==> src/hdl/rrss_pkg.sv <==
// Package for the round-robin slice scheduler: slot count, field widths,
// operation and status codes, slot states and the command record.
// Has no dependencies; every other file of the block imports it.
package rrss_pkg;

  localparam int SLOT_COUNT  = 16;
  localparam int SLOT_W      = (SLOT_COUNT > 1) ? $clog2(SLOT_COUNT) : 1;
  localparam int PID_W       = 4;
  localparam int FUNC_W      = 3;
  localparam int PRIO_W      = 3;
  localparam int SLICE_W     = 6;
  localparam int STATUS_W    = 2;
  localparam int CFG_IDX_W   = 1;
  localparam int QUEUE_DEPTH = 2;
  localparam int QPTR_W      = (QUEUE_DEPTH > 1) ? $clog2(QUEUE_DEPTH) : 1;
  localparam int QCNT_W      = $clog2(QUEUE_DEPTH + 1);

  localparam logic [SLOT_W-1:0]  SLOT_LAST = SLOT_W'(SLOT_COUNT - 1);

  localparam logic [FUNC_W-1:0]  FUNC_CREATE = 3'd0;
  localparam logic [FUNC_W-1:0]  FUNC_TICK   = 3'd1;
  localparam logic [FUNC_W-1:0]  FUNC_BLOCK  = 3'd2;
  localparam logic [FUNC_W-1:0]  FUNC_UNBLK  = 3'd3;
  localparam logic [FUNC_W-1:0]  FUNC_ENTER  = 3'd4;
  localparam logic [FUNC_W-1:0]  FUNC_EXIT   = 3'd5;

  localparam logic [PRIO_W-1:0]  PRIO_USER = 3'd3;

  localparam logic [CFG_IDX_W-1:0] CFG_SLICE_HIGH = 1'd0;
  localparam logic [CFG_IDX_W-1:0] CFG_SLICE_USER = 1'd1;

  localparam logic [SLICE_W-1:0] SLICE_HIGH_RESET = 6'd30;
  localparam logic [SLICE_W-1:0] SLICE_USER_RESET = 6'd10;

  localparam logic [STATUS_W-1:0] STATUS_OK         = 2'd0;
  localparam logic [STATUS_W-1:0] STATUS_FULL       = 2'd1;
  localparam logic [STATUS_W-1:0] STATUS_NOT_IN_USE = 2'd2;

  typedef enum logic [1:0] {
    SLOT_EMPTY   = 2'd0,
    SLOT_READY   = 2'd1,
    SLOT_PENDING = 2'd2
  } slot_st_t;

  typedef enum logic [2:0] {
    OP_CREATE,
    OP_TICK,
    OP_BLOCK,
    OP_UNBLOCK,
    OP_ENTER,
    OP_EXIT,
    OP_NOP
  } op_t;

  typedef enum logic [2:0] {
    BK_IDLE,
    BK_CREATE,
    BK_TARGET,
    BK_SEARCH,
    BK_SWEEP,
    BK_DONE
  } bk_state_t;

  typedef struct packed {
    op_t               op;
    logic              user_class;
    logic [SLOT_W-1:0] tgt;
    logic              tgt_ok;
  } cmd_t;

  function automatic logic [SLOT_W-1:0] slot_inc(input logic [SLOT_W-1:0] s);
    return (s == SLOT_LAST) ? '0 : s + SLOT_W'(1);
  endfunction

endpackage

==> src/hdl/rrss_front.sv <==
// Front end: takes request items, decodes the operation, clamps the priority
// to a user-class flag and range-checks the target slot. Uses rrss_pkg.
module rrss_front
  import rrss_pkg::*;
(
  input  logic              in_valid,
  output logic              in_stall,
  input  logic [FUNC_W-1:0] in_func,
  input  logic [PRIO_W-1:0] in_priority_req,
  input  logic [PID_W-1:0]  in_target_pid,
  output logic              push_valid,
  input  logic              push_ready,
  output cmd_t              push_cmd
);

  op_t op;

  always_comb begin
    unique case (in_func)
      FUNC_CREATE: op = OP_CREATE;
      FUNC_TICK:   op = OP_TICK;
      FUNC_BLOCK:  op = OP_BLOCK;
      FUNC_UNBLK:  op = OP_UNBLOCK;
      FUNC_ENTER:  op = OP_ENTER;
      FUNC_EXIT:   op = OP_EXIT;
      default:     op = OP_NOP;
    endcase
  end

  assign push_cmd.op         = op;
  assign push_cmd.user_class = (in_priority_req >= PRIO_USER);
  assign push_cmd.tgt        = SLOT_W'(in_target_pid);
  assign push_cmd.tgt_ok     = (32'(in_target_pid) < SLOT_COUNT);

  assign push_valid = in_valid;
  assign in_stall   = !push_ready;

endmodule

==> src/hdl/rrss_queue.sv <==
// Short command queue between the front end and the back end.
// Uses rrss_pkg for the command record and the queue depth.
module rrss_queue
  import rrss_pkg::*;
(
  input  logic clk,
  input  logic rst_n,
  input  logic push_valid,
  output logic push_ready,
  input  cmd_t push_cmd,
  output logic pop_valid,
  input  logic pop_ready,
  output cmd_t pop_cmd
);

  cmd_t              mem_r [QUEUE_DEPTH];
  logic [QPTR_W-1:0] wr_ptr_r;
  logic [QPTR_W-1:0] rd_ptr_r;
  logic [QCNT_W-1:0] count_r;
  logic              do_push;
  logic              do_pop;

  function automatic logic [QPTR_W-1:0] ptr_inc(input logic [QPTR_W-1:0] p);
    return (32'(p) == QUEUE_DEPTH - 1) ? '0 : p + QPTR_W'(1);
  endfunction

  assign push_ready = (32'(count_r) < QUEUE_DEPTH);
  assign pop_valid  = (count_r != '0);
  assign pop_cmd    = mem_r[rd_ptr_r];
  assign do_push    = push_valid && push_ready;
  assign do_pop     = pop_valid && pop_ready;

  always_ff @(posedge clk) begin
    if (!rst_n) begin
      wr_ptr_r <= '0;
      rd_ptr_r <= '0;
      count_r  <= '0;
    end else begin
      if (do_push) wr_ptr_r <= ptr_inc(wr_ptr_r);
      if (do_pop)  rd_ptr_r <= ptr_inc(rd_ptr_r);
      if (do_push && !do_pop) begin
        count_r <= count_r + QCNT_W'(1);
      end else if (do_pop && !do_push) begin
        count_r <= count_r - QCNT_W'(1);
      end
    end
  end

  always_ff @(posedge clk) begin
    if (do_push) mem_r[wr_ptr_r] <= push_cmd;
  end

endmodule

==> src/hdl/rrss_back.sv <==
// Back end: holds the slot table, the running slot and its slice counter,
// and carries out one command at a time with a one-slot-per-cycle scan.
// Also holds the two slice registers and the result register. Uses rrss_pkg.
module rrss_back
  import rrss_pkg::*;
(
  input  logic                 clk,
  input  logic                 rst_n,
  input  logic                 cfg_write,
  input  logic [CFG_IDX_W-1:0] cfg_index,
  input  logic [SLICE_W-1:0]   cfg_data,
  input  logic                 pop_valid,
  output logic                 pop_ready,
  input  cmd_t                 pop_cmd,
  output logic                 out_valid,
  input  logic                 out_stall,
  output logic [STATUS_W-1:0]  out_status,
  output logic [PID_W-1:0]     out_new_pid,
  output logic [PID_W-1:0]     out_running_pid,
  output logic                 out_running_valid,
  output logic                 out_switched
);

  bk_state_t           state_r, state_nxt;
  cmd_t                cmd_r, cmd_nxt;
  logic [SLOT_W-1:0]   idx_r, idx_nxt;
  logic [SLOT_W-1:0]   cnt_r, cnt_nxt;
  logic [SLOT_W-1:0]   run_slot_r, run_slot_nxt;
  logic                run_active_r, run_active_nxt;
  logic [SLICE_W-1:0]  slice_left_r, slice_left_nxt;
  logic [SLOT_W-1:0]   old_slot_r, old_slot_nxt;
  logic                old_active_r, old_active_nxt;
  logic [STATUS_W-1:0] res_status_r, res_status_nxt;
  logic [SLOT_W-1:0]   res_pid_r, res_pid_nxt;
  logic [SLICE_W-1:0]  slice_high_r;
  logic [SLICE_W-1:0]  slice_user_r;

  slot_st_t            slot_status_r [SLOT_COUNT];
  slot_st_t            saved_status_r [SLOT_COUNT];
  logic                user_class_r [SLOT_COUNT];

  slot_st_t            cur_st;
  slot_st_t            cur_saved;
  logic                cur_user;
  logic                st_we, sv_we, cl_we;
  slot_st_t            st_wd, sv_wd;
  logic                cl_wd;
  logic                out_free;
  logic                out_load;
  logic                is_running_slot;

  logic                out_valid_r;
  logic [STATUS_W-1:0] out_status_r;
  logic [PID_W-1:0]    out_new_pid_r;
  logic [PID_W-1:0]    out_running_pid_r;
  logic                out_running_valid_r;
  logic                out_switched_r;

  assign cur_st          = slot_status_r[idx_r];
  assign cur_saved       = saved_status_r[idx_r];
  assign cur_user        = user_class_r[idx_r];
  assign out_free        = !out_valid_r || !out_stall;
  assign is_running_slot = run_active_r && (idx_r == run_slot_r);

  always_comb begin
    state_nxt      = state_r;
    cmd_nxt        = cmd_r;
    idx_nxt        = idx_r;
    cnt_nxt        = cnt_r;
    run_slot_nxt   = run_slot_r;
    run_active_nxt = run_active_r;
    slice_left_nxt = slice_left_r;
    old_slot_nxt   = old_slot_r;
    old_active_nxt = old_active_r;
    res_status_nxt = res_status_r;
    res_pid_nxt    = res_pid_r;
    st_we          = 1'b0;
    st_wd          = SLOT_EMPTY;
    sv_we          = 1'b0;
    sv_wd          = SLOT_EMPTY;
    cl_we          = 1'b0;
    cl_wd          = 1'b0;
    pop_ready      = 1'b0;
    out_load       = 1'b0;

    unique case (state_r)
      BK_IDLE: begin
        if (pop_valid && out_free) begin
          pop_ready      = 1'b1;
          cmd_nxt        = pop_cmd;
          old_active_nxt = run_active_r;
          old_slot_nxt   = run_slot_r;
          res_status_nxt = STATUS_OK;
          res_pid_nxt    = '0;
          state_nxt      = BK_DONE;
          unique case (pop_cmd.op)
            OP_CREATE: begin
              idx_nxt   = '0;
              state_nxt = BK_CREATE;
            end
            OP_TICK: begin
              if (run_active_r) begin
                if (slice_left_r == '0) begin
                  idx_nxt   = slot_inc(run_slot_r);
                  cnt_nxt   = '0;
                  state_nxt = BK_SEARCH;
                end else begin
                  slice_left_nxt = slice_left_r - SLICE_W'(1);
                end
              end
            end
            OP_BLOCK, OP_UNBLOCK: begin
              if (!pop_cmd.tgt_ok) begin
                res_status_nxt = STATUS_NOT_IN_USE;
              end else begin
                idx_nxt   = pop_cmd.tgt;
                state_nxt = BK_TARGET;
              end
            end
            OP_ENTER, OP_EXIT: begin
              idx_nxt   = '0;
              state_nxt = BK_SWEEP;
            end
            OP_NOP: begin
            end
          endcase
        end
      end

      BK_CREATE: begin
        if (cur_st == SLOT_EMPTY) begin
          st_we       = 1'b1;
          st_wd       = SLOT_READY;
          sv_we       = 1'b1;
          sv_wd       = SLOT_EMPTY;
          cl_we       = 1'b1;
          cl_wd       = cmd_r.user_class;
          res_pid_nxt = idx_r;
          if (!run_active_r) begin
            run_slot_nxt   = idx_r;
            run_active_nxt = 1'b1;
            slice_left_nxt = cmd_r.user_class ? slice_user_r : slice_high_r;
          end
          state_nxt = BK_DONE;
        end else if (idx_r == SLOT_LAST) begin
          res_status_nxt = STATUS_FULL;
          state_nxt      = BK_DONE;
        end else begin
          idx_nxt = idx_r + SLOT_W'(1);
        end
      end

      BK_TARGET: begin
        if (cur_st == SLOT_EMPTY) begin
          res_status_nxt = STATUS_NOT_IN_USE;
          state_nxt      = BK_DONE;
        end else if (cmd_r.op == OP_BLOCK) begin
          st_we     = 1'b1;
          st_wd     = SLOT_PENDING;
          idx_nxt   = slot_inc(idx_r);
          cnt_nxt   = '0;
          state_nxt = BK_SEARCH;
        end else begin
          st_we     = 1'b1;
          st_wd     = SLOT_READY;
          state_nxt = BK_DONE;
        end
      end

      BK_SEARCH: begin
        if (cur_st == SLOT_READY) begin
          run_slot_nxt   = idx_r;
          run_active_nxt = 1'b1;
          slice_left_nxt = cur_user ? slice_user_r : slice_high_r;
          state_nxt      = BK_DONE;
        end else if (cnt_r == SLOT_LAST) begin
          run_active_nxt = 1'b0;
          slice_left_nxt = '0;
          state_nxt      = BK_DONE;
        end else begin
          idx_nxt = slot_inc(idx_r);
          cnt_nxt = cnt_r + SLOT_W'(1);
        end
      end

      BK_SWEEP: begin
        if (cur_st != SLOT_EMPTY && !is_running_slot) begin
          if (cmd_r.op == OP_ENTER) begin
            sv_we = 1'b1;
            sv_wd = cur_st;
            st_we = 1'b1;
            st_wd = SLOT_PENDING;
          end else if (cur_saved != SLOT_EMPTY) begin
            st_we = 1'b1;
            st_wd = cur_saved;
            sv_we = 1'b1;
            sv_wd = SLOT_EMPTY;
          end
        end
        if (idx_r == SLOT_LAST) begin
          state_nxt = BK_DONE;
        end else begin
          idx_nxt = idx_r + SLOT_W'(1);
        end
      end

      BK_DONE: begin
        out_load  = 1'b1;
        state_nxt = BK_IDLE;
      end
    endcase
  end

  always_ff @(posedge clk) begin
    if (!rst_n) begin
      state_r      <= BK_IDLE;
      run_slot_r   <= '0;
      run_active_r <= 1'b0;
      slice_left_r <= '0;
      slice_high_r <= SLICE_HIGH_RESET;
      slice_user_r <= SLICE_USER_RESET;
      out_valid_r  <= 1'b0;
      for (int i = 0; i < SLOT_COUNT; i++) begin
        slot_status_r[i]  <= SLOT_EMPTY;
        saved_status_r[i] <= SLOT_EMPTY;
        user_class_r[i]   <= 1'b0;
      end
    end else begin
      state_r      <= state_nxt;
      run_slot_r   <= run_slot_nxt;
      run_active_r <= run_active_nxt;
      slice_left_r <= slice_left_nxt;
      if (cfg_write && cfg_index == CFG_SLICE_HIGH) slice_high_r <= cfg_data;
      if (cfg_write && cfg_index == CFG_SLICE_USER) slice_user_r <= cfg_data;
      if (out_load) begin
        out_valid_r <= 1'b1;
      end else if (!out_stall) begin
        out_valid_r <= 1'b0;
      end
      if (st_we) slot_status_r[idx_r]  <= st_wd;
      if (sv_we) saved_status_r[idx_r] <= sv_wd;
      if (cl_we) user_class_r[idx_r]   <= cl_wd;
    end
  end

  always_ff @(posedge clk) begin
    cmd_r        <= cmd_nxt;
    idx_r        <= idx_nxt;
    cnt_r        <= cnt_nxt;
    old_slot_r   <= old_slot_nxt;
    old_active_r <= old_active_nxt;
    res_status_r <= res_status_nxt;
    res_pid_r    <= res_pid_nxt;
    if (out_load) begin
      out_status_r        <= res_status_r;
      out_new_pid_r       <= PID_W'(res_pid_r);
      out_running_pid_r   <= run_active_r ? PID_W'(run_slot_r) : '0;
      out_running_valid_r <= run_active_r;
      out_switched_r      <= (run_active_r != old_active_r) ||
                             (run_active_r && run_slot_r != old_slot_r);
    end
  end

  assign out_valid         = out_valid_r;
  assign out_status        = out_status_r;
  assign out_new_pid       = out_new_pid_r;
  assign out_running_pid   = out_running_pid_r;
  assign out_running_valid = out_running_valid_r;
  assign out_switched      = out_switched_r;

endmodule

==> src/hdl/round_robin_slice_scheduler.sv <==
// Top level of the round-robin slice scheduler: front end, command queue
// and back end. Depends on rrss_pkg, rrss_front, rrss_queue and rrss_back.
//
//   Channel  Handshake          Carries
//   in_      in_valid/in_stall  func, priority_req, target_pid
//   out_     out_valid/out_stall status, new_pid, running_pid, running_valid,
//                               switched
//   cfg_     cfg_valid/cfg_ready slice register index and value
//
// In the back end, a tick without a switch and unused codes go straight to
// done; unblock passes through the target check first; create, enter and
// exit critical and slice-expiry ticks scan the slot table, and block checks
// the target and then scans. The scan visits one slot per cycle.
// Reset is synchronous and clears the slot table at once; no sweep follows.
// The command queue holds two requests, so input is taken while a result
// waits on out_stall until the queue is full; cfg_ready is always high.
module round_robin_slice_scheduler
  import rrss_pkg::*;
(
  input  logic                 clk,
  input  logic                 rst_n,
  input  logic                 in_valid,
  output logic                 in_stall,
  input  logic [FUNC_W-1:0]    in_func,
  input  logic [PRIO_W-1:0]    in_priority_req,
  input  logic [PID_W-1:0]     in_target_pid,
  output logic                 out_valid,
  input  logic                 out_stall,
  output logic [STATUS_W-1:0]  out_status,
  output logic [PID_W-1:0]     out_new_pid,
  output logic [PID_W-1:0]     out_running_pid,
  output logic                 out_running_valid,
  output logic                 out_switched,
  input  logic                 cfg_valid,
  output logic                 cfg_ready,
  input  logic [CFG_IDX_W-1:0] cfg_index,
  input  logic [SLICE_W-1:0]   cfg_data
);

  logic push_valid;
  logic push_ready;
  cmd_t push_cmd;
  logic pop_valid;
  logic pop_ready;
  cmd_t pop_cmd;

  assign cfg_ready = 1'b1;

  rrss_front u_front (
    .in_valid        (in_valid),
    .in_stall        (in_stall),
    .in_func         (in_func),
    .in_priority_req (in_priority_req),
    .in_target_pid   (in_target_pid),
    .push_valid      (push_valid),
    .push_ready      (push_ready),
    .push_cmd        (push_cmd)
  );

  rrss_queue u_queue (
    .clk        (clk),
    .rst_n      (rst_n),
    .push_valid (push_valid),
    .push_ready (push_ready),
    .push_cmd   (push_cmd),
    .pop_valid  (pop_valid),
    .pop_ready  (pop_ready),
    .pop_cmd    (pop_cmd)
  );

  rrss_back u_back (
    .clk               (clk),
    .rst_n             (rst_n),
    .cfg_write         (cfg_valid && cfg_ready),
    .cfg_index         (cfg_index),
    .cfg_data          (cfg_data),
    .pop_valid         (pop_valid),
    .pop_ready         (pop_ready),
    .pop_cmd           (pop_cmd),
    .out_valid         (out_valid),
    .out_stall         (out_stall),
    .out_status        (out_status),
    .out_new_pid       (out_new_pid),
    .out_running_pid   (out_running_pid),
    .out_running_valid (out_running_valid),
    .out_switched      (out_switched)
  );

endmodule

==> config.mk <==
export PLATFORM = sky130hd
export DESIGN_NAME = round_robin_slice_scheduler
export DESIGN_NICKNAME = d
export VERILOG_FILES = /design/src/hdl/rrss_pkg.sv /design/src/hdl/rrss_front.sv /design/src/hdl/rrss_queue.sv /design/src/hdl/rrss_back.sv /design/src/hdl/round_robin_slice_scheduler.sv
export SDC_FILE = /design/constraint.sdc
export NUM_CORES = 1
export LEC_CHECK = 0
export BUFFER_PORTS_ARGS = -buffer_cell sky130_fd_sc_hd__buf_2
export CAP_MARGIN = 25
export CORE_ASPECT_RATIO = 1.1
export CORE_MARGIN = 1
export CORE_UTILIZATION = 35
export CTS_CLUSTER_DIAMETER = 100
export DETAILED_ROUTE_END_ITERATION = 7
export SLEW_MARGIN = 5
export SYNTH_ARGS = -nofsm -noshare
export SYNTH_HDL_FRONTEND = slang
export SYNTH_SLANG_ARGS = --single-unit
==> constraint.sdc <==
create_clock -name clk -period 3.3 [get_ports clk]
set_input_delay 0.33 -clock clk [delete_from_list [all_inputs] [get_ports clk]]
set_output_delay 0.33 -clock clk [all_outputs]
set_load 0.01 [all_outputs]
==> impl_metrics.toml, run 1 <==
[setup_path]
r2r_cells = 8
slowest_delay_ps = 550
r2r_slack_ps = 310
critPathKind = "flip-flop to flip-flop"
start_kind = "flip-flop"
cpMaxStageDelayCell = "mux4_2"
cp_num_cells = 8
crit_fanout = 16
cp.arrival_ps = 3100
cp-endpoint = "u_back.slot_status_r[4][0]$_SDFFCE_PN0P_"
path_buf_inv = 2
critical_path.cell_chain = "buf_4, mux4_2, mux2i_2, a41oi_2, nor3b_1, o21a_1, buf_4, a21oi_1"
required_ps = 3410
cp_top_family = "compound AO/OA/AOI/OAI gates"
cpMostUsedCell = "buf_4"
end_kind = "flip-flop"
reg2reg_to = "u_back.slot_status_r[4][0]$_SDFFCE_PN0P_"

[detailed_routing]
vias = 5643
totalWireLength_mm = 18.61
ant_nets = 0
wl_per_cell_um = 17.15
drt_iter0_drc = 338
drc = 0
vias_per_cell = 5.201
first_pass_iters = 5

[die]
fp.dieH_um = 162.8
initial_core_util_pct = 35.78
core_area_mm2 = 0.02300
pin_count = 37
rows = 58
die_x_um = 148.2
die_area_mm2 = 0.02413

[global_routing]
grt_usage_pct = 16.35
grt-ovfl-total = 0
grt_pass1_vias = 5533
grt_pass1_wl_mm = 29.74
grt_max_degree = 44
antenna_found_initial = 0

[logic_synthesis]
synth-edff-count = 115
ys_ff_latch = 167
yosysWarnings = 0
yosysTopAreaCellShare_pct = 41.96
synth.top_cells.by_count = "edfxtp_1, nor2_1, nand2_1, dfxtp_1"
avgSynthCellArea_um2 = 11.14
synth_cell_types = 64
ys_seq_area_share_pct = 54.61
yosys-top-cells-area = "edfxtp_1, dfxtp_1, mux4_2, nor2_1, mux2i_1"
synth_largest_area_cell = "edfxtp_1"
ys_async_sr_fraction_pct = 0
syn_nets = 770
yosysMostFrequentCell = "edfxtp_1"
syn_inst = 739
syn_area_mm2 = 0.008230
ys.flop_type = "edfxtp_1"

[clock_tree]
cts_resized = 0
holdBufCountCts = 0
cts_htree_levels = 4
clock_path_buffers = 2
cts_buffers = 17
cts_setup_buffers = 0
clk_pin_slew_ps = 60
clockRootBuffer = "clkbuf_16"
cts_tree = "yes"
clkSinkCount = 167
clk_latency_ps = 430

[sta]
fin_tns_setup_ps = 0
report.final.hold_viol_count = 0
max_freq_mhz = 334.5
report.final.setup_viol = 0
slew_headroom_pct = 40.52
tightest_slew_ps = 888.9
fin_worst_skew_ps = 11.73
fin_crit_ps = 2990
period_share_pct = 90.60
drv_slew = 0
rsz0062_at_grt = "no"
setup_ws_ps = 310.3

[place]
io_buffers = 35
gp_congestion = 0.7921
post-dp-hpwl_mm = 13.14
dp.cells = 1053
place_area_mm2 = 0.008772
post-place-ws_ps = 337.3

[finish]
antenna_cells = 0
stdcell_count = 1085
drive_gt1_share_pct = 16.94
nets = 803
final_area_mm2 = 0.009384
syn2layout_area_growth_pct = 14.02

[power]
p_per_area_mw_per_mm2 = 897.2
ir_worst_vdd_mv = 0.4438
p_leak_nw = 3.393
power_w = 0.008419

[job]
maxCapViolations = 0

[hold_path]
min_path_type = "input port to flip-flop"

[status]
status = "finished, final reports clean"
-- how the worst min path moves through the flow --
stage,depth (start not counted),from,slack (ps),end
6_report,1,in_target_pid[2],90,u_queue.mem_r[0][2]$_DFFE_PP_
5_1_grt,1,in_target_pid[2],70,u_queue.mem_r[0][2]$_DFFE_PP_
4_1_cts,1,in_target_pid[2],70,u_queue.mem_r[0][2]$_DFFE_PP_
3_5_place_dp,0,u_back.res_status_r[1]$_DFFE_PP_,400,u_back.out_status[1]$_DFFE_PP_
3_3_place_gp,0,u_back.res_pid_r[0]$_SDFFCE_PN0P_,400,u_back.out_new_pid[0]$_DFFE_PP_
2_1_floorplan,0,u_back.res_pid_r[0]$_SDFFCE_PN0P_,400,u_back.out_new_pid[0]$_DFFE_PP_
-- registers in the layout, summed over array words and instances, names as in the netlist, 6 cells and up, named ones only --
| name | flops |
|---|---|
| u_back.slice_left_r | 6 |
| u_back.user_class_r | 16 |
| u_queue.mem_r | 16 |
| u_back.slot_status_r | 32 |
| u_back.slice_high_r | 6 |
| u_back.slice_user_r | 6 |
| u_back.saved_status_r | 32 |
-- stage by stage --
| stage | hold slack [ps] | utilization [%] |
|---|---|---|
| floorplan | 400.3 | - |
| global placement | 404.8 | 38.13 |
| detailed placement | 404.5 | 38.13 |
| CTS | 68.34 | 40.79 |
| global route | 67.38 | 40.79 |
| finish | 85.94 | 40.79 |
-- layout by cell type, fill, tap and decap left out, drive strengths merged, types with 4 or more instances in the layout --
cell / n
a21boi: 10
a21oi: 31
a31oi: 8
and2: 9
and3: 6
buf: 64
bufinv: 4
clkbuf: 18
clkinv: 8
dfxtp: 52
edfxtp: 115
ha: 9
inv: 17
mux2: 16
mux2i: 34
mux4: 21
nand2: 62
nand3: 33
nor2: 103
nor2b: 24
nor3: 23
nor3b: 5
o211a: 8
o211ai: 5
o21ai: 32
o22ai: 6
xnor2: 12
xor2: 9
-- routing by layer --
metal  GRT usage (%)  wire length (um)
met4           7.591               476
met2           27.00              9128
met3           2.941               582
met5               0                 0
met1           20.75              8417
-- where the power goes --
part | switching [W] | internal (W) | total, W
clock network | 0.000806 | 0.00126 | 0.00206
logic | 0.00185 | 0.00130 | 0.00314
registers | 0.000389 | 0.00282 | 0.00321
total | 0.00304 | 0.00538 | 0.00842
-- cells by family (layout without fill, tap and decap cells) --
kind of cell    count (synthesis)  after routing  synth area share, %
fa+ha+maj                       9              9                1.368
xor+xnor                       21             21                2.235
simple gates                  275            275                15.28
compound gates                128            128                10.46
flops                         167            167                54.61
other cells                     1              1              0.04556
buf+inv                        67            113                3.527
mux                            71             71                12.48
-- area by class of cell --
class                      instances  area, um^2
tap                              300       375.4
fill                            2147       13620
multi-input combinational        505        3446
clock inverter                    14       182.7
clock buffer                      18       429.2
timing repair buffer              64       392.9
inverter                          17       63.81
sequential                       167        4494
Note: power is estimated with default switching activity, not from simulation.
==> run 2: changes to the inputs <==
Settings changed: CORE_UTILIZATION 35 to 50, PLACE_DENSITY set to 0.7.
==> impl_metrics.toml, run 2 (same netlist as run 1, synthesis figures left out) <==
[clock_tree]
clock_path_buffers = 2
cts_buffers = 17
clk_latency_ps = 430
cts_htree_levels = 4
clk_pin_slew_ps = 60
cts_tree = "yes"
cts_setup_buffers = 0
clockRootBuffer = "clkbuf_16"
clkSinkCount = 167

[setup_path]
reg2reg_to = "u_back.cnt_r[3]$_SDFFCE_PN0P_"
cpMostUsedCell = "buf_4"
end_kind = "flip-flop"
crit_fanout = 12
cp.arrival_ps = 3210
cpMaxStageDelayCell = "dfxtp_1"
critPathKind = "flip-flop to flip-flop"
start_kind = "flip-flop"
critical_path.cell_chain = "buf_4, mux4_2, nand2_1, a41oi_2, nor2b_1, o22ai_1, nor3_1, buf_4"
slowest_delay_ps = 640
r2r_slack_ps = 240
required_ps = 3450
r2r_cells = 8

[hold_path]
min_path_type = "input port to flip-flop"
hold_path_startpoint = "in_target_pid[0]"
min_path_cells = 1
hold_end = "u_queue.mem_r[0][0]$_DFFE_PP_"

[status]
status = "finished, final reports clean"

[job]
maxCapViolations = 0

[finish]
multi_input_area_mm2 = 0.003452
fill_cells = 1284
top_regs = "u_back.saved_status_r x32, u_back.slot_status_r x32"
syn2layout_area_growth_pct = 11.43
nets = 800
final_common_cell = "edfxtp_1"
seqCellArea_mm2 = 0.004494
antenna_cells = 0
layout_common_cells = "edfxtp_1, nor2_1, nand2_1, dfxtp_1, buf_2"
drive_gt1_share_pct = 17.14
postLayoutCoreUtil_pct = 57.63

[power]
netSwitchingFraction_pct = 37.82
pwr-share-seq_pct = 39.2
p_per_area_mw_per_mm2 = 898.6
ir_worst_vdd_mv = 0.4657
p_int_w = 0.005124
p_comb_share_pct = 39.0
power_w = 0.008242
p_sw_w = 0.003117
p_leak_nw = 3.343
clock_power_share_pct = 21.8

[sta]
period_share_pct = 92.70
drv_slew = 0
fin_worst_skew_ps = 8.799
whs_ps = 88.35
slew_headroom_pct = 39.75
report.final.setup_viol = 0
fin_tns_setup_ps = 0
report.final.hold_viol_count = 0
rsz0062_at_grt = "no"
max_freq_mhz = 326.9
tightest_slew_ps = 903.8
fin_crit_ps = 3059

[detailed_routing]
drc = 0
first_pass_iters = 5
wl_per_cell_um = 18.75
totalWireLength_mm = 18.42
ant_nets = 0
vias_per_cell = 5.960
vias = 5853
drt_iter0_drc = 497

[die]
rows = 48
fp.dieH_um = 136.6
core_area_mm2 = 0.01592
die_area_mm2 = 0.01698
initial_core_util_pct = 51.71
pin_count = 37
die_x_um = 124.3

[global_routing]
grt_pass1_vias = 5943
grt_pass1_wl_mm = 29.91
grt_usage_pct = 22.81
antenna_found_initial = 0
grt_max_degree = 40
grt-ovfl-total = 0

[place]
gp_congestion = 0.8947
post-dp-hpwl_mm = 13.03
io_buffers = 35
==> run 2: power groups by stage <==
stage          logic [W]  registers, W  clock network, W
2_1_floorplan    0.00248       0.00303                 0
3_3_place_gp     0.00306       0.00324                 0
3_5_place_dp     0.00315       0.00327                 0
4_1_cts          0.00318       0.00323           0.00181
5_1_grt          0.00349       0.00329           0.00189
6_report         0.00322       0.00323           0.00179
==> run 2: how the worst max path moves through the flow <==
stage / start / endpoint / cells after the start
after floorplan: flip-flop / u_back.res_pid_r[0]$_SDFFCE_PN0P_ / 8
after global placement: flip-flop / flip-flop / 9
after detailed placement: flip-flop / u_back.run_slot_r[0]$_SDFFE_PN0P_ / 9
after CTS: flip-flop / u_back.run_slot_r[0]$_SDFFE_PN0P_ / 9
after global routing: flip-flop / u_back.cnt_r[3]$_SDFFCE_PN0P_ / 8
final: flip-flop / u_back.cnt_r[3]$_SDFFCE_PN0P_ / 8
==> run 2: layer usage <==
| layer | part of all wire, % | routed length [um] | vias to the layer above | track usage, % |
|---|---|---|---|---|
| met5 | 0 | 0 | - | 0 |
| met1 | 42 | 7655 | 2822 | 27.76 |
| met2 | 50 | 9175 | 241 | 39.50 |
| met3 | 6.2 | 1143 | 45 | 4.261 |
| li1 | - | - | 2745 | - |
| met4 | 2.4 | 442 | 0 | 10.58 |
==> run 2: final cells by class <==
class	count	area share, %
Clock buffer	17	4.638
Inverter	17	0.6958
Sequential cell	167	49.00
Clock inverter	15	1.119
Tap cell	200	2.729
Multi-Input combinational cell	505	37.64
Timing Repair Buffer	61	4.175
==> run 2: critical path: cells and delay by family (launching register included) <==
kind	cells	cell delay, ps
and+or+nand+nor	3	770
AOI/OAI and AO/OA	2	740
DFF	1	640
buffers and inverters	2	410
muxes	1	200
==> run 2: timing repair <==
item / CTS / global route
hold buffers: 0 / 0
endpoints found under the setup margin: 0 / 12
resized for setup: 0 / 1
==> run 2: metrics by stage <==
stage / cell area (um^2) / worst slack, ps / cells
2_1_floorplan: 8230 / 170.5 / 739
3_3_place_gp: 8637 / 358.2 / 950
3_5_place_dp: 8637 / 248.1 / 950
4_1_cts: 9165 / 212.7 / 982
5_1_grt: 9171 / 100.3 / 982
6_report: 9171 / 240.9 / 982
